[config.mk]
export PLATFORM = sky130hd
export DESIGN_NAME = lru_page_replacement_unit
export DESIGN_NICKNAME = d
export VERILOG_FILES = /design/src/sv/lpr_pkg.sv /design/src/sv/lpr_frame_table.sv /design/src/sv/lpr_recency.sv /design/src/sv/lru_page_replacement_unit.sv
export VERILOG_INCLUDE_DIRS = /design/src /design/src/sv
export SDC_FILE = /design/constraint.sdc
export NUM_CORES = 1
export LEC_CHECK = 0
export BUFFER_PORTS_ARGS = -buffer_cell sky130_fd_sc_hd__buf_2
export CORE_MARGIN = 2
export CORE_UTILIZATION = 45
export DETAILED_ROUTE_END_ITERATION = 16
export GPL_TIMING_DRIVEN = 1
export PLACE_DENSITY = 0.6
export SYNTH_ARGS = -nofsm -noshare
export SYNTH_HDL_FRONTEND = slang
export SYNTH_SLANG_ARGS = --single-unit
[constraint.sdc]
create_clock -name clock -period 5.65 [get_ports clock]
set_input_delay 1.695 -clock clock [delete_from_list [all_inputs] [get_ports clock]]
set_output_delay 1.695 -clock clock [all_outputs]
set_load 0.005 [all_outputs]
[src/sv/lru_page_replacement_unit_macros.svh]
// Assertion macros for the LRU page replacement unit.
// Used by the top level only; no other dependencies.
`ifndef LRU_PAGE_REPLACEMENT_UNIT_MACROS_SVH
`define LRU_PAGE_REPLACEMENT_UNIT_MACROS_SVH

// same-cycle implication, disabled during reset
`define LPR_ASSERT_NOW(label, ante, cons, msg) \
   label: assert property (@(posedge clock) disable iff (reset) (ante) |-> (cons)) \
      else $error(msg);

// next-cycle implication, disabled during reset
`define LPR_ASSERT_NEXT(label, ante, cons, msg) \
   label: assert property (@(posedge clock) disable iff (reset) (ante) |=> (cons)) \
      else $error(msg);

`endif

[src/sv/lpr_pkg.sv]
// Shared types and constants of the LRU page replacement unit.
// No dependencies.
package lpr_pkg;

   localparam int DEF_MAX_FRAMES  = 8;
   localparam int DEF_PAGE_WIDTH  = 8;
   localparam int DEF_COUNT_WIDTH = 16;

   localparam int CFG_WIDTH = 4;
   localparam logic [CFG_WIDTH-1:0] CFG_FRAMES_RESET = 4'd8;

   typedef enum logic [1:0] {
      ACC_HIT,
      ACC_FILL,
      ACC_EVICT
   } acc_kind_type;

   typedef struct packed {
      logic         en;
      acc_kind_type kind;
   } lpr_update_type;

endpackage

[src/sv/lpr_frame_table.sv]
// Frame table: page held by each slot, fill count, parallel lookup and
// hit/fill/evict decision. Depends on lpr_pkg.
module lpr_frame_table
   import lpr_pkg::*;
#(
   parameter int MAX_FRAMES = DEF_MAX_FRAMES,
   parameter int PAGE_WIDTH = DEF_PAGE_WIDTH,
   localparam int SLOT_WIDTH = (MAX_FRAMES > 1) ? $clog2(MAX_FRAMES) : 1,
   localparam int FILL_WIDTH = $clog2(MAX_FRAMES + 1)
) (
   input  logic                  clock,
   input  logic                  reset,
   input  logic [PAGE_WIDTH-1:0] lookup_page,
   input  logic [FILL_WIDTH-1:0] limit,
   input  logic [SLOT_WIDTH-1:0] victim_slot,
   input  lpr_update_type        upd,
   output acc_kind_type          kind,
   output logic [SLOT_WIDTH-1:0] access_slot,
   output logic [PAGE_WIDTH-1:0] evicted_page,
   output logic [FILL_WIDTH-1:0] filled
);

   logic [PAGE_WIDTH-1:0] frame_page_ff [MAX_FRAMES];
   logic [FILL_WIDTH-1:0] filled_ff;
   logic                  hit_found;
   logic [SLOT_WIDTH-1:0] hit_slot;
   logic                  full;

   always_comb begin
      hit_found = 1'b0;
      hit_slot  = '0;
      for (int i = 0; i < MAX_FRAMES; i++) begin
         if (!hit_found && (FILL_WIDTH'(i) < filled_ff) && (frame_page_ff[i] == lookup_page)) begin
            hit_found = 1'b1;
            hit_slot  = SLOT_WIDTH'(i);
         end
      end
   end

   assign full = (filled_ff >= limit);

   always_comb begin
      evicted_page = '0;
      if (hit_found) begin
         kind        = ACC_HIT;
         access_slot = hit_slot;
      end else if (full) begin
         kind         = ACC_EVICT;
         access_slot  = victim_slot;
         evicted_page = frame_page_ff[victim_slot];
      end else begin
         kind        = ACC_FILL;
         access_slot = filled_ff[SLOT_WIDTH-1:0];
      end
   end

   assign filled = filled_ff;

   always_ff @(posedge clock) begin
      if (reset) begin
         filled_ff <= '0;
      end else if (upd.en && (upd.kind == ACC_FILL)) begin
         filled_ff <= filled_ff + 1'b1;
      end
   end

   always_ff @(posedge clock) begin
      if (upd.en && (upd.kind != ACC_HIT)) begin
         frame_page_ff[access_slot] <= lookup_page;
      end
   end

endmodule

[src/sv/lpr_recency.sv]
// Recency list: filled slots ordered least recent first, with the
// move-to-most-recent update. Depends on lpr_pkg.
module lpr_recency
   import lpr_pkg::*;
#(
   parameter int MAX_FRAMES = DEF_MAX_FRAMES,
   localparam int SLOT_WIDTH = (MAX_FRAMES > 1) ? $clog2(MAX_FRAMES) : 1,
   localparam int FILL_WIDTH = $clog2(MAX_FRAMES + 1)
) (
   input  logic                  clock,
   input  lpr_update_type        upd,
   input  logic [SLOT_WIDTH-1:0] access_slot,
   input  logic [FILL_WIDTH-1:0] filled,
   output logic [SLOT_WIDTH-1:0] victim_slot
);

   logic [SLOT_WIDTH-1:0] order_ff [MAX_FRAMES];
   logic [SLOT_WIDTH-1:0] order_in [MAX_FRAMES];
   logic [SLOT_WIDTH-1:0] shifted  [MAX_FRAMES];
   logic [FILL_WIDTH-1:0] pos;
   logic [FILL_WIDTH-1:0] last;
   logic                  pos_found;

   assign victim_slot = order_ff[0];
   assign last        = filled - 1'b1;

   // on eviction the slot is order_ff[0], so the search lands on position zero
   always_comb begin
      pos_found = 1'b0;
      pos       = '0;
      for (int i = 0; i < MAX_FRAMES; i++) begin
         if (!pos_found && (FILL_WIDTH'(i) < filled) && (order_ff[i] == access_slot)) begin
            pos_found = 1'b1;
            pos       = FILL_WIDTH'(i);
         end
      end
   end

   always_comb begin
      for (int i = 0; i < MAX_FRAMES - 1; i++) begin
         shifted[i] = order_ff[i + 1];
      end
      shifted[MAX_FRAMES-1] = order_ff[MAX_FRAMES-1];
   end

   always_comb begin
      for (int i = 0; i < MAX_FRAMES; i++) begin
         order_in[i] = order_ff[i];
         if (upd.kind == ACC_FILL) begin
            if (FILL_WIDTH'(i) == filled) begin
               order_in[i] = access_slot;
            end
         end else if (FILL_WIDTH'(i) == last) begin
            order_in[i] = access_slot;
         end else if ((FILL_WIDTH'(i) >= pos) && (FILL_WIDTH'(i) < last)) begin
            order_in[i] = shifted[i];
         end
      end
   end

   always_ff @(posedge clock) begin
      if (upd.en) begin
         order_ff <= order_in;
      end
   end

endmodule

[src/sv/lru_page_replacement_unit.sv]
// LRU page replacement unit, top level: request and result registers,
// frame-count register, counters. Depends on lpr_pkg, lpr_frame_table,
// lpr_recency and lru_page_replacement_unit_macros.svh.
//
// Usage:
//   req_valid/req_ready carry one page reference per request (req_page).
//   rsp_valid/rsp_ready carry one result per request: hit, slot, evicted
//   page, and saturating hit and fault counts since reset.
//   csr_valid/csr_ready write the number of managed frames
//   (csr_frames_in_use); csr_ready is always high. Write it while idle.
//   The lookup and the recency update complete between the request and
//   result registers. Throughput: one request per cycle while the
//   receiver takes results.
//   When the receiver stalls, one result waits in the result register and
//   one request in the request register; req_ready then drops.
//   Reset empties all frames, clears both counters and sets the frame
//   count to eight. No clearing pass is needed.
`include "lru_page_replacement_unit_macros.svh"

module lru_page_replacement_unit
   import lpr_pkg::*;
#(
   parameter int MAX_FRAMES  = DEF_MAX_FRAMES,
   parameter int PAGE_WIDTH  = DEF_PAGE_WIDTH,
   parameter int COUNT_WIDTH = DEF_COUNT_WIDTH,
   localparam int SLOT_WIDTH = (MAX_FRAMES > 1) ? $clog2(MAX_FRAMES) : 1,
   localparam int FILL_WIDTH = $clog2(MAX_FRAMES + 1)
) (
   input  logic                   clock,
   input  logic                   reset,
   input  logic                   req_valid,
   output logic                   req_ready,
   input  logic [PAGE_WIDTH-1:0]  req_page,
   output logic                   rsp_valid,
   input  logic                   rsp_ready,
   output logic                   rsp_hit,
   output logic [SLOT_WIDTH-1:0]  rsp_slot,
   output logic                   rsp_evicted_valid,
   output logic [PAGE_WIDTH-1:0]  rsp_evicted_page,
   output logic [COUNT_WIDTH-1:0] rsp_hit_count,
   output logic [COUNT_WIDTH-1:0] rsp_fault_count,
   input  logic                   csr_valid,
   output logic                   csr_ready,
   input  logic [CFG_WIDTH-1:0]   csr_frames_in_use
);

   logic                   req_vld_ff;
   logic [PAGE_WIDTH-1:0]  page_ff;
   logic [CFG_WIDTH-1:0]   frames_in_use_ff;
   logic [FILL_WIDTH-1:0]  limit;
   logic                   out_free;
   logic                   advance;
   lpr_update_type         upd;
   acc_kind_type           kind;
   logic [SLOT_WIDTH-1:0]  access_slot;
   logic [SLOT_WIDTH-1:0]  victim_slot;
   logic [PAGE_WIDTH-1:0]  evicted_page;
   logic [FILL_WIDTH-1:0]  filled;
   logic [COUNT_WIDTH-1:0] hit_total_ff;
   logic [COUNT_WIDTH-1:0] hit_total_in;
   logic [COUNT_WIDTH-1:0] fault_total_ff;
   logic [COUNT_WIDTH-1:0] fault_total_in;
   logic                   rsp_valid_ff;
   logic                   rsp_hit_ff;
   logic [SLOT_WIDTH-1:0]  rsp_slot_ff;
   logic                   rsp_evicted_valid_ff;
   logic [PAGE_WIDTH-1:0]  rsp_evicted_page_ff;

   assign csr_ready = 1'b1;
   assign out_free  = !rsp_valid_ff || rsp_ready;
   assign advance   = req_vld_ff && out_free;
   assign req_ready = !req_vld_ff || out_free;

   // zero acts as one frame, anything above the table size as the table size
   always_comb begin
      if (frames_in_use_ff == '0) begin
         limit = FILL_WIDTH'(1);
      end else if (int'(frames_in_use_ff) > MAX_FRAMES) begin
         limit = FILL_WIDTH'(MAX_FRAMES);
      end else begin
         limit = FILL_WIDTH'(frames_in_use_ff);
      end
   end

   assign upd.en   = advance;
   assign upd.kind = kind;

   lpr_frame_table #(
      .MAX_FRAMES (MAX_FRAMES),
      .PAGE_WIDTH (PAGE_WIDTH)
   ) u_frame_table (
      .clock        (clock),
      .reset        (reset),
      .lookup_page  (page_ff),
      .limit        (limit),
      .victim_slot  (victim_slot),
      .upd          (upd),
      .kind         (kind),
      .access_slot  (access_slot),
      .evicted_page (evicted_page),
      .filled       (filled)
   );

   lpr_recency #(
      .MAX_FRAMES (MAX_FRAMES)
   ) u_recency (
      .clock       (clock),
      .upd         (upd),
      .access_slot (access_slot),
      .filled      (filled),
      .victim_slot (victim_slot)
   );

   always_comb begin
      hit_total_in   = hit_total_ff;
      fault_total_in = fault_total_ff;
      if (kind == ACC_HIT) begin
         if (hit_total_ff != '1) begin
            hit_total_in = hit_total_ff + 1'b1;
         end
      end else if (fault_total_ff != '1) begin
         fault_total_in = fault_total_ff + 1'b1;
      end
   end

   always_ff @(posedge clock) begin
      if (reset) begin
         req_vld_ff       <= 1'b0;
         rsp_valid_ff     <= 1'b0;
         frames_in_use_ff <= CFG_FRAMES_RESET;
         hit_total_ff     <= '0;
         fault_total_ff   <= '0;
      end else begin
         if (req_ready) begin
            req_vld_ff <= req_valid;
         end
         if (out_free) begin
            rsp_valid_ff <= req_vld_ff;
         end
         if (csr_valid) begin
            frames_in_use_ff <= csr_frames_in_use;
         end
         if (advance) begin
            hit_total_ff   <= hit_total_in;
            fault_total_ff <= fault_total_in;
         end
      end
   end

   always_ff @(posedge clock) begin
      if (req_valid && req_ready) begin
         page_ff <= req_page;
      end
      if (advance) begin
         rsp_hit_ff           <= (kind == ACC_HIT);
         rsp_slot_ff          <= access_slot;
         rsp_evicted_valid_ff <= (kind == ACC_EVICT);
         rsp_evicted_page_ff  <= evicted_page;
      end
   end

   assign rsp_valid         = rsp_valid_ff;
   assign rsp_hit           = rsp_hit_ff;
   assign rsp_slot          = rsp_slot_ff;
   assign rsp_evicted_valid = rsp_evicted_valid_ff;
   assign rsp_evicted_page  = rsp_evicted_page_ff;
   assign rsp_hit_count     = hit_total_ff;
   assign rsp_fault_count   = fault_total_ff;

   `LPR_ASSERT_NOW(a_evict_page_zero, rsp_valid_ff && !rsp_evicted_valid_ff, rsp_evicted_page_ff == '0, "evicted page nonzero without eviction")
   `LPR_ASSERT_NOW(a_hit_no_evict, rsp_valid_ff && rsp_hit_ff, !rsp_evicted_valid_ff, "hit reported together with eviction")
   `LPR_ASSERT_NOW(a_evict_needs_frames, advance && (kind == ACC_EVICT), filled != '0, "eviction with no filled frame")
   `LPR_ASSERT_NEXT(a_hit_keeps_faults, advance && (kind == ACC_HIT), fault_total_ff == $past(fault_total_ff), "fault count moved on a hit")

endmodule

# Word level (Yosys, flattened, before mapping)
# Memory sizes are Yosys's and may differ from the RTL's. A register that Yosys moved wholly into a read port is not among the register bits.
# Index checks and enable logic that the tools add are counted.
# totals
reg_bits	79
latch_bits	0
mem_bits_rw	64
mem_bits_ro	0
out_inout_bits	48
n_memories	1
# classes
add_sub_neg	4
multipliers	0
div	0
magnitude_cmp	24
eq_ne	42
shift	0
muxes	68
bitwise	2
n_reduce_logical	83
# mem_list
memory	depth	width	read_ports	rd_clocked_by_memory_dff	write_ports	line	rtl
u_frame_table.frame_page_ff	8	8	9	1	1	lpr_frame_table.sv:23	logic [PAGE_WIDTH-1:0] frame_page_ff [MAX_FRAMES];
# ops
op	n
two-way mux 3 bit	41
equality test 8 bit	8
logical AND 1 bit	41
adder 16 x 1 -> 16 bit, second input constant	2
equality test 3 x 4 -> 1 bit, first input constant	8
inequality test 16 bit, second input constant	2
AND reduction 3 bit	10
less-than comparator 3 x 4 -> 1 bit, first input constant	7
equality test 3 bit	8
nonzero test 3 bit	7
two-way mux 1 bit	19
equality test 2 x 4 -> 1 bit, first input constant	4
zero test 1 bit	16
less-than comparator 1 x 4 -> 1 bit, first input constant	4
less-than comparator 2 x 4 -> 1 bit, first input constant	4
inequality test 2 x 1 -> 1 bit, second input constant	8
zero test 4 bit	3
two-way mux 2 bit	6
greater-or-equal comparator 3 bit, first input constant	3
equality test 1 x 4 -> 1 bit, first input constant	2
two-way mux 4 bit	2
greater-or-equal comparator 1 x 3 -> 1 bit, first input constant	2
greater-or-equal comparator 2 x 3 -> 1 bit, first input constant	2
adder 4 x 1 -> 4 bit, second input constant	1
10 further kinds	13

# Depth between registers and ports, before layout
# Gate-level depths: netlist (run 1).
# An unclocked memory read counts as a cell.
# depth
depth_word	69
ltp_mapped	18
depth_no_buf	17

# Cells and area by module
# From an unflattened synthesis (run 1), not the netlist that was laid out.
# unflattened
hier_cells	728
hier_area_um2	8543.2
# modules_own_cells
module	instances	cells_each	area_per_inst_um2	seq_area_each_um2
lpr_frame_table	1	281	3900.0	2001.9
lru_page_replacement_unit	1	267	2715.1	1391.3
lpr_recency	1	180	1928.1	720.7

# Worst setup path after synthesis (run 1)
# OpenSTA, ideal clock, no wires.
# synth_path
path_type	reg-to-reg
startpoint	register u_frame_table.filled_ff[0], in the netlist u_frame_table.filled[0]
endpoint	register u_recency.order_ff[15] (netlist name) (enable)
arrival_ps	3738
required_time_ps	5296
path_slack_ps	1558
path_stages_with_launch	18
n_path_buf	2
path_cell_list	dfxtp_1 clkbuf_1 inv_1 ha_1 nor2_2 o311ai_1 nor3_1 nor4_2 nand2_2 o21a_4 buf_2 inv_4 xnor2_1 o2111ai_1 nand2_1 a211oi_1 o311a_1 a211oi_1
# synth_rtl
element	line	rtl
start, declared	lpr_frame_table.sv:24	logic [FILL_WIDTH-1:0] filled_ff;
start signal, assigned	lpr_frame_table.sv:63	filled_ff <= filled_ff + 1'b1;
subtractor 4 x 1 -> 4 bit (*)	lpr_recency.sv:25	assign last = filled - 1'b1;
net u_recency.last[0]	lpr_recency.sv:21	logic [FILL_WIDTH-1:0] last;
less-than comparator 2 x 4 -> 1 bit	lpr_recency.sv:55	end else if ((FILL_WIDTH'(i) >= pos) && (FILL_WIDTH'(i) < last)) begin
logical AND 1 bit	lpr_recency.sv:55	
nonzero test 3 bit (no line) (*)	n/a	
AND reduction 3 bit (no line) (*)	n/a	
end signal, assigned	lpr_recency.sv:63	order_ff <= order_in;
end, declared	lpr_recency.sv:17	logic [SLOT_WIDTH-1:0] order_ff [MAX_FRAMES];
# Mark *: on every way through the listed nets, which the timed path passes. The rest lies on a longest branch.
# A chain may end at the register's enable or synchronous reset.

# Worst setup path after layout (run 1)
# Same ends and word-level chain as after synthesis.

==> impl_metrics.toml, run 1 <==
[status]
status = "complete, no violations"

[floorplan]
die_w_um = 137
ios = 65
start_util = 0.460
fp.coreArea_mm2 = 0.0172
dieHeight_um = 137
dieArea_mm2 = 0.0187
num_rows = 48

[run]
cap_violations = 0

[final_layout]
fin_util = 0.522
final_layout_size_suffix_gt1_frac = 0.199
fillers = 1511
diodes = 0
syn2layout_area_growth_pct = 13.5
nets = 773

[cts]
cts_setup_buffers = 0
cts-resized-gates = 0
clk_pin_slew_ns = 0.07
cts_buffer_depth = 2
htreeDepth = 4
cts_root_buf = "clkbuf_16"
cts_sinks = 151
cts_tree = "built"
clock_latency_ns = 0.43
holdBufCountCts = 0
cts_buffers = 17

[global_route]
antenna_found_initial = 0
track_usage = 0.202
grt_pass1_wl_mm = 28.3
grt_overflow_total = 0
grt_pass1_vias = 5211
grt_max_degree = 41

[power_and_ir_drop]
clkPwrFrac = 0.434
internal-power_mw = 1.99
peakVddDrop_uv = 208
seq_power_share = 0.478
leakage_nw = 3.34
p_sw_frac = 0.243
p_comb_frac = 0.088
p_switching_uw = 639
power.density_mw_per_mm2 = 292

[yosys]
synth-seq-cells = 151
ys_warn_count = 0
synthCells = 687
synth.distinct_cells = 67
async_flop_share = 0
netlist_area_mm2 = 0.00793
syn_area_per_cell_um2 = 11.5
synth_edf_count = 109
synth.yosys.seq_area_share = 0.519
synth_flop_cell = "edfxtp_1"
syn_nets = 716

[place]
dp_hpwl_mm = 12.9
port_buffers = 63
place_congestion = 0.956

[critical_path]
setup.worst_path.end = "u_recency.order_ff[15]"
crit_required_ns = 5.71
end_kind = "register"
ff2ff_path_depth = 14
path_class = "register to register"
reg2reg_slack_ns = 0.87
max_stage_delay_ns = 0.57
r2r-end = "u_recency.order_ff[15]"
arrival_ns = 4.84
critPathLaunchType = "register"
path_cells = "inv_1 > ha_1 > nor2_2 > o311ai_1 > nor3_1 > nor4_2 > o31ai_1 > a221oi_1 > o211ai_1 > nor3_1 > or4_1 > a211oi_1 > o311a_1 > a211oi_1"
timing.rr.start = "u_frame_table.filled[0]"
slowest_stage = "nor4_2"
cp_max_fo = 10
critPathLaunch = "u_frame_table.filled[0]"

[timing]
fmax_mhz = 209
clock_skew_ns = 0.0130
worst_pin_slew_ns = 0.883
report.final.slew_viol_count = 0
period_needed_ns = 4.78
rsz0062_at_grt = "no"
period_share = 0.846
timing.hold.ws_ns = 0.508
tns_ns = 0
setup_viol = 0
hold_violations = 0
relSlewSlack = 0.409

[route]
remaining_drc_errors = 0
routedWlPerCell_um = 18.4
drtAntennaViolNets = 0
drtIter0Drc = 483
first_pass_iters = 5
via_count = 5499
totalWireLength_mm = 18.0
routed_via_density = 5.60

[worst_hold_path]
hp-class = "register to register"
min-delay-start = "frames_in_use_ff[0]"
-- synth_stat cells, drive strengths merged, types with 14 or more instances --
library cell	instances	share of area
edfxtp	109	0.41
xnor2	52	0.060
mux4	16	0.045
nand4	26	0.021
xor2	55	0.061
buf	16	0.015
nor2	85	0.041
nor3	17	0.012
mux2i	15	0.019
dfxtp	42	0.11
nand3	17	0.011
clkbuf	16	0.0077
inv	15	0.0074
a21oi	14	0.010
mux2	16	0.023
nand2	51	0.024
-- routing by layer --
| layer | up-vias | share of wire | GRT usage |
|---|---|---|---|
| met5 | - | 0 | 0 |
| met4 | 0 | 0.015 | 0.0689 |
| met3 | 24 | 0.063 | 0.0522 |
| met2 | 186 | 0.46 | 0.313 |
| met1 | 2662 | 0.46 | 0.276 |
| li1 | 2627 | - | - |
-- area by class of cell --
class	count	area, um^2	share of cell area
multi-input cells	488	3590	0.398
clock inverters	13	146	0.0163
well taps	225	282	0.0313
clock buffers	19	443	0.0492
inverters	16	62.6	0.00695
flip-flops and latches	151	4110	0.457
repair buffers	70	368	0.0409
-- sequential cells by signal, summed over array words and instances (netlist names) --
name and count:
page_ff 8, rsp_hit 1, u_frame_table.frame_page_ff 64, rsp_valid 1
rsp_hit_count 16, rsp_fault_count 16, u_recency.victim_slot 3, req_vld_ff 1
u_recency.order_ff 21, u_frame_table.filled 4, rsp_evicted_page 8, rsp_slot 3
frames_in_use_ff 4, rsp_evicted_valid 1
-- power groups by stage --
stage | clock network [mW] | logic (mW) | registers, mW
final | 1.14 | 0.232 | 1.26
after global routing | 1.22 | 0.254 | 1.26
after CTS | 1.16 | 0.232 | 1.26
after detailed placement | 0 | 0.230 | 1.28
after global placement | 0 | 0.227 | 1.28
after floorplan | 0 | 0.184 | 1.26
-- worst max-delay path, delay by kind of cell, from the launching register on --
| family | cells | cell delay (ns) |
|---|---|---|
| buffers and inverters | 1 | 0.24 |
| and+or+nand+nor | 5 | 1.47 |
| DFF | 1 | 0.42 |
| adders and majority gates | 1 | 0.36 |
| AOI/OAI and AO/OA | 7 | 1.92 |
-- how the worst min path moves through the flow --
stage,endpoint,depth (start not counted)
after detailed placement,frames_in_use_ff[0],2
after CTS,frames_in_use_ff[0],2
final,frames_in_use_ff[0],2
after global placement,frames_in_use_ff[0],2
after floorplan,frames_in_use_ff[0],2
after global routing,frames_in_use_ff[0],2
-- layout by cell type, fill, tap and decap left out, drive strengths merged, types with 6 or more instances in the layout --
cell | netlist | final
nor4 | 11 | 11
dfxtp | 42 | 42
inv | 15 | 20
nor2 | 85 | 85
nand4 | 26 | 26
mux2i | 15 | 15
clkbuf | 16 | 19
o211ai | 6 | 6
nor3 | 17 | 17
and2 | 8 | 8
o21ai | 8 | 8
buf | 16 | 70
ha | 12 | 12
xor2 | 55 | 55
mux2 | 16 | 16
a211oi | 7 | 7
clkinv | 1 | 7
a21oi | 14 | 14
edfxtp | 109 | 109
mux4 | 16 | 16
and3 | 6 | 6
nand2 | 51 | 51
nand3 | 17 | 17
o31ai | 7 | 7
xnor2 | 52 | 52
-- logic make-up after synthesis --
kind of cell    Yosys count  synth area share
flops                   151             0.519
xor+xnor                107             0.121
simple gates            247             0.156
mux                      47            0.0871
other cells               1          0.000473
fa+ha+maj                12            0.0189
buf+inv                  48            0.0308
compound gates           74            0.0678
-- metrics by stage --
step           total power [mW]  cell area, um^2  cells  setup WS (ns)
6_report                   2.63             9000    982          0.872
5_1_grt                    2.73             9000    982          0.489
4_1_cts                    2.65             9000    982          0.914
3_5_place_dp               1.51             8410    950          0.972
3_3_place_gp               1.50             8410    950           1.09
2_1_floorplan              1.44             7930    687           1.56
(Power assumes the default switching activity.)
==> run 2, diff against run 1 <==
--- a/config.mk
+++ b/config.mk
@@ -6,12 +6,13 @@
 export SDC_FILE = /design/constraint.sdc
 export NUM_CORES = 1
 export LEC_CHECK = 0
+export ABC_AREA = 1
 export BUFFER_PORTS_ARGS = -buffer_cell sky130_fd_sc_hd__buf_2
 export CORE_MARGIN = 2
 export CORE_UTILIZATION = 45
 export DETAILED_ROUTE_END_ITERATION = 16
 export GPL_TIMING_DRIVEN = 1
-export PLACE_DENSITY = 0.6
+export PLACE_DENSITY = 0.62
 export SYNTH_ARGS = -nofsm -noshare
 export SYNTH_HDL_FRONTEND = slang
 export SYNTH_SLANG_ARGS = --single-unit
==> constraint.sdc (replaced) <==
create_clock -name clock -period 4 [get_ports clock]
set_input_delay 1.2 -clock clock [delete_from_list [all_inputs] [get_ports clock]]
set_output_delay 1.2 -clock clock [all_outputs]
set_load 0.005 [all_outputs]
==> run 2 against run 1 <==
Effect of this change:
- maximum frequency up 32%
- die area up 8.0%
- non-clock buffer count up 38
- worst setup slack worse by 0.51 ns
- clock power up 33%
- sequential power up 42%
- register-to-register slack worse by 0.51 ns
==> impl_metrics.toml, run 2 <==
[status]
status = "complete, no violations"

[global_route]
grt_pass1_wl_mm = 36.2
grt_pass1_vias = 6687
track_usage = 0.233
grt_overflow_total = 0
antenna_found_initial = 0
grt_max_degree = 50

[critical_path]
path_class = "register to register"
path_cells = "ha_1 > inv_1 > nand2_1 > nand2_1 > nor2_1 > inv_1 > nor2_1 > o21ai_0 > nand2_1 > o21ai_0 > nor2_1 > nand2_2 > buf_4 > nand2_1 > nand3_1 > nor2_4 > nor2_2 > nand4_4 > nand2_1 > nor2_1 > nor2_1 > nor2_1"
max_stage_delay_ns = 0.46
critPathLaunchType = "register"
cp_max_fo = 11
arrival_ns = 3.75
end_kind = "register"
ff2ff_path_depth = 22
path_depth = 22
path_buf_inv = 3
critical_path.top_delay_family = "simple AND/OR/NAND/NOR gates"
crit_required_ns = 4.11
slowest_stage = "dfxtp_1"
crit_top_cell = "nor2_1"

[place]
placed_area_mm2 = 0.00929
place_congestion = 0.930
dp_hpwl_mm = 16.9
port_buffers = 63

[final_layout]
reg.largest.list = "u_frame_table.frame_page_ff x64, u_recency.order_ff x21"
layout_commonest_cell = "nand2_1"
final_area_mm2 = 0.00992
syn2layout_area_growth_pct = 15.6
largest_reg_flops = 64
nets = 1190
layout_common_cells = "nand2_1, inv_1, edfxtp_1, nor2_1, o21ai_0"
max_flop_register = "u_frame_table.frame_page_ff"
diodes = 0
final_layout_size_suffix_gt1_frac = 0.167

[yosys]
syn_nets = 1093
synth_flop_cell = "edfxtp_1"
synth_edf_count = 109
synthMostInstantiatedCell = "nand2_1"
synth.yosys.seq_area_share = 0.479
ys_warn_count = 0
netlist_area_mm2 = 0.00858
synthTopCellsByCount = "nand2_1, inv_1, edfxtp_1, nor2_1, o21ai_0"
synth_top_cell_by_area = "edfxtp_1"
synth-seq-cells = 151
syn_area_per_cell_um2 = 8.07
async_flop_share = 0
synth_area_leaders = "edfxtp_1, nand2_1, dfxtp_1"
synthCells = 1064
synth.distinct_cells = 51
synth_top_cell_area_share = 0.381

[cts]
cts_root_buf = "clkbuf_16"
cts_buffer_depth = 2
cts_buffers = 17
cts_tree = "built"
cts_sinks = 151
htreeDepth = 4
clock_latency_ns = 0.43
clk_pin_slew_ns = 0.07

[timing]
hold_violations = 0
worst_pin_slew_ns = 0.700
clock_skew_ns = 0.0112
rsz0062_at_grt = "no"
setup_viol = 0
fmax_mhz = 275
tns_ns = 0
period_needed_ns = 3.63
period_share = 0.908
report.final.slew_viol_count = 0
relSlewSlack = 0.533

[floorplan]
die_w_um = 142
fp.coreArea_mm2 = 0.0187
start_util = 0.459
dieArea_mm2 = 0.0202
ios = 65
dieHeight_um = 142
num_rows = 50

[run]
cap_violations = 0

[route]
first_pass_iters = 5
routed_via_density = 5.29
via_count = 7444
routedWlPerCell_um = 16.4
remaining_drc_errors = 0
totalWireLength_mm = 23.1
drtAntennaViolNets = 0
drtIter0Drc = 762

[worst_hold_path]
hold_depth = 2
hp-class = "register to register"

[power_and_ir_drop]
leakage_nw = 4.23
power.density_mw_per_mm2 = 394
peakVddDrop_uv = 295
[run 2: changes by cell type after synthesis, moves of 16 or more]
cell     previous run  this run
nor2_1             84       107
o21ai_0             6        86
mux4_2             16         0
xor2_1             55        11
nand2_1            50       259
mux2_2             16         0
nand3_1            16        63
xnor2_1            51        19
a21oi_1            13        69
inv_1              14       127
[run 2: cell families after synthesis]
group,Yosys count,share of synthesized area
AND/OR/NAND/NOR,522,0.279
AO/OA/AOI/OAI,175,0.109
buffers and inverters,173,0.0840
flip-flops,151,0.479
XOR/XNOR,30,0.0306
adder cells (fa/ha/maj),12,0.0175
other,1,0.000437
[run 2: final timing paths]
path | start | to | slack, ns
max | u_frame_table.filled[1] | u_recency.order_ff[11] | 0.37
min | rsp_fault_count[8] | rsp_fault_count[8] | 0.49
max reg2reg | u_frame_table.filled[1] | u_recency.order_ff[11] | 0.37
min reg2reg | rsp_fault_count[8] | rsp_fault_count[8] | 0.49
[run 2: metrics by stage]
step,hold slack [ns],power (mW),instances,utilization,worst slack (ns)
after detailed placement,0.484,2.40,1368,0.497,0.114
final,0.490,3.91,1408,0.530,0.367
after global placement,0.473,2.39,1368,0.497,0.155
after floorplan,0.468,2.21,1064,-,0.817
after global routing,0.522,4.07,1408,0.530,0.000569
after CTS,0.496,3.91,1400,0.526,0.0921
[run 2: metal layers]
layer | part of all wire | GRT usage
met4 | 0.016 | 0.0632
met2 | 0.45 | 0.354
met3 | 0.064 | 0.0421
met5 | 0 | 0
met1 | 0.47 | 0.342
[run 2: area by class of cell]
type | count | area [um^2]
well taps | 234 | 293
clock buffers | 23 | 482
multi-input cells | 740 | 3770
flip-flops and latches | 151 | 4110
repair buffers | 108 | 653
clock inverters | 9 | 62.6
inverters | 143 | 542
fillers | 1780 | 8790
[run 2: repair_timing]
| item | 4_1_cts | 5_1_grt |
|---|---|---|
| setup buffers | 0 | 8 |
| hold buffers | 0 | 0 |
| endpoints found under the setup margin | 0 | 21 |
| resized for setup | 0 | 9 |
[run 2: worst min-delay path, stage by stage, from the launching register on]
cell and delay (ns):
dfxtp_1 0.32, inv_1 0.07, a21oi_1 0.06
[run 2: power breakdown]
| part | internal (mW) | switching [mW] | leakage, nW | total (mW) |
|---|---|---|---|---|
| combinational | 0.192 | 0.407 | 2.61 | 0.599 |
| sequential | 1.75 | 0.0385 | 1.34 | 1.79 |
| clock | 0.856 | 0.668 | 0.279 | 1.52 |
==> run 3, diff against run 2 <==
--- a/config.mk
+++ b/config.mk
@@ -6,7 +6,6 @@
 export SDC_FILE = /design/constraint.sdc
 export NUM_CORES = 1
 export LEC_CHECK = 0
-export ABC_AREA = 1
 export BUFFER_PORTS_ARGS = -buffer_cell sky130_fd_sc_hd__buf_2
 export CORE_MARGIN = 2
 export CORE_UTILIZATION = 45
==> run 3 against run 2 <==
Effect of this change:
- clock power is 8% higher
- register-to-register slack lost 0.37 ns
- maximum frequency down 9.4%
- the flow now finishes with violations (negative setup slack)
- via count is 21% lower
==> impl_metrics.toml, run 3 (synthesis results as in run 1) <==
[power_and_ir_drop]
internal-power_mw = 2.88
p_sw_frac = 0.254
p_comb_frac = 0.121
total_power_mw = 3.86
peakVddDrop_uv = 305
seq_power_share = 0.454
clkPwrFrac = 0.426
leakage_nw = 3.86
power.density_mw_per_mm2 = 384
p_switching_uw = 981

[place]
port_buffers = 63
place_congestion = 0.897
dp_hpwl_mm = 14.6
dp_slack_ns = -0.232

[timing]
report.final.slew_viol_count = 0
clock_skew_ns = 0.0118
fmax_mhz = 250
setup_viol = 3
rsz0062_at_grt = "yes"
period_share = 1.00
relSlewSlack = 0.361
tns_ns = -0.0178
period_needed_ns = 4.01
layout_setup_ws_ns = -0.00738
worst_pin_slew_ns = 0.954
hold_violations = 0

[critical_path]
r2r-end = "u_recency.order_ff[9]"
max_stage_delay_ns = 0.58
cp_max_fo = 8
end_kind = "register"
slowest_stage = "or4_4"
ff2ff_path_depth = 14
timing.rr.start = "page_ff[5]"
arrival_ns = 4.19
crit_required_ns = 4.18
critPathLaunchType = "register"
path_cells = "buf_12 > xnor2_1 > nand4_1 > buf_4 > nor4_4 > or4_4 > a21oi_4 > xnor2_1 > o31ai_1 > nor4_1 > or4_4 > or4b_1 > nor4_2 > a211oi_2"
reg2reg_slack_ns = -0.007
critPathLaunch = "page_ff[5]"
path_class = "register to register"
setup.worst_path.end = "u_recency.order_ff[9]"

[floorplan]
num_rows = 48
die_w_um = 137
ios = 65
dieArea_mm2 = 0.0187
dieHeight_um = 137
fp.coreArea_mm2 = 0.0172
start_util = 0.460

[route]
routed_via_density = 5.56
routedWlPerCell_um = 19.4
via_count = 5909
first_pass_iters = 4
drtAntennaViolNets = 0
totalWireLength_mm = 20.6
remaining_drc_errors = 0
drtIter0Drc = 423

[final_layout]
reg.largest.list = "u_frame_table.frame_page_ff x64, u_recency.order_ff x21"
final_layout_size_suffix_gt1_frac = 0.335
max_flop_register = "u_frame_table.frame_page_ff"
layout_commonest_cell = "edfxtp_1"
layout_common_cells = "edfxtp_1, nor2_1, buf_4, buf_2, xor2_1"
fin_util = 0.583
syn2layout_area_growth_pct = 26.7
nets = 853
diodes = 0
largest_reg_flops = 64

[global_route]
grt_max_degree = 41
grt_overflow_total = 0
antenna_found_initial = 0
grt_pass1_wl_mm = 31.5
track_usage = 0.226
grt_pass1_vias = 5810

[cts]
cts_buffer_depth = 2
cts_tree = "built"
cts_buffers = 17
cts_sinks = 151
clk_pin_slew_ns = 0.06
htreeDepth = 4
clock_latency_ns = 0.43
cts_root_buf = "clkbuf_16"
holdBufCountCts = 0

[status]
status = "finished, violations left"
violations = "negative setup slack"

[run]
cap_violations = 0

[worst_hold_path]
min-delay-start = "req_vld_ff"
hp-class = "register to register"
-- run 3: area by class of cell --
cell class              count  area, um^2
flip-flops and latches    151        4120
multi-input cells         488        3930
fillers                  1414        7190
inverters                  16        62.6
clock inverters            15         179
well taps                 225         282
repair buffers            150        1050
clock buffers              17         425
-- run 3: critical path: cells and delay by family, from the launching register on --
| kind | cells | cell delay, ns |
|---|---|---|
| simple gates | 7 | 2.23 |
| flops | 1 | 0.51 |
| compound gates | 3 | 0.46 |
| buf+inv | 2 | 0.33 |
| xor+xnor | 2 | 0.22 |
-- run 3: what timing repair did --
| action | 4_1_cts | 5_1_grt |
|---|---|---|
| setup buffers | 0 | 18 |
| resized for setup | 13 | 54 |
| endpoints found under the hold margin | 0 | 0 |
| pin swaps | 0 | 36 |
| gates cloned | 0 | 1 |
| endpoints found under the setup margin | 21 | 21 |
-- run 3: how the worst min path moves through the flow --
stage / depth (start not counted) / endpoint / slack [ns]
after global routing: 2 / rsp_valid / 0.57
final: 2 / rsp_valid / 0.52
after CTS: 2 / rsp_valid / 0.52
after detailed placement: 2 / rsp_valid / 0.51
after floorplan: 2 / frames_in_use_ff[0] / 0.46
after global placement: 0 / u_frame_table.frame_page_ff[4][0] / 0.49
-- run 3: power groups by stage --
stage	logic, mW	registers [mW]	clock network, mW
finish	0.465	1.75	1.64
global route	0.504	1.75	1.73
CTS	0.417	1.75	1.67
detailed placement	0.411	1.78	0
global placement	0.406	1.78	0
floorplan	0.262	1.78	0
-- run 3: per-layer routing --
layer,global-route usage,share of wire,up-vias
met5,0,0,-
met4,0.0671,0.014,0
met2,0.356,0.48,173
met1,0.310,0.45,2917
li1,-,-,2796
met3,0.0530,0.056,23
-- run 3: metrics by stage --
step                instance area, um^2  hold slack (ns)  instances
finish                            10000            0.522       1062
global route                      10000            0.567       1062
CTS                                9590            0.520       1044
detailed placement                 8920            0.513       1012
global placement                   8920            0.491       1012
floorplan                          7940            0.461        687
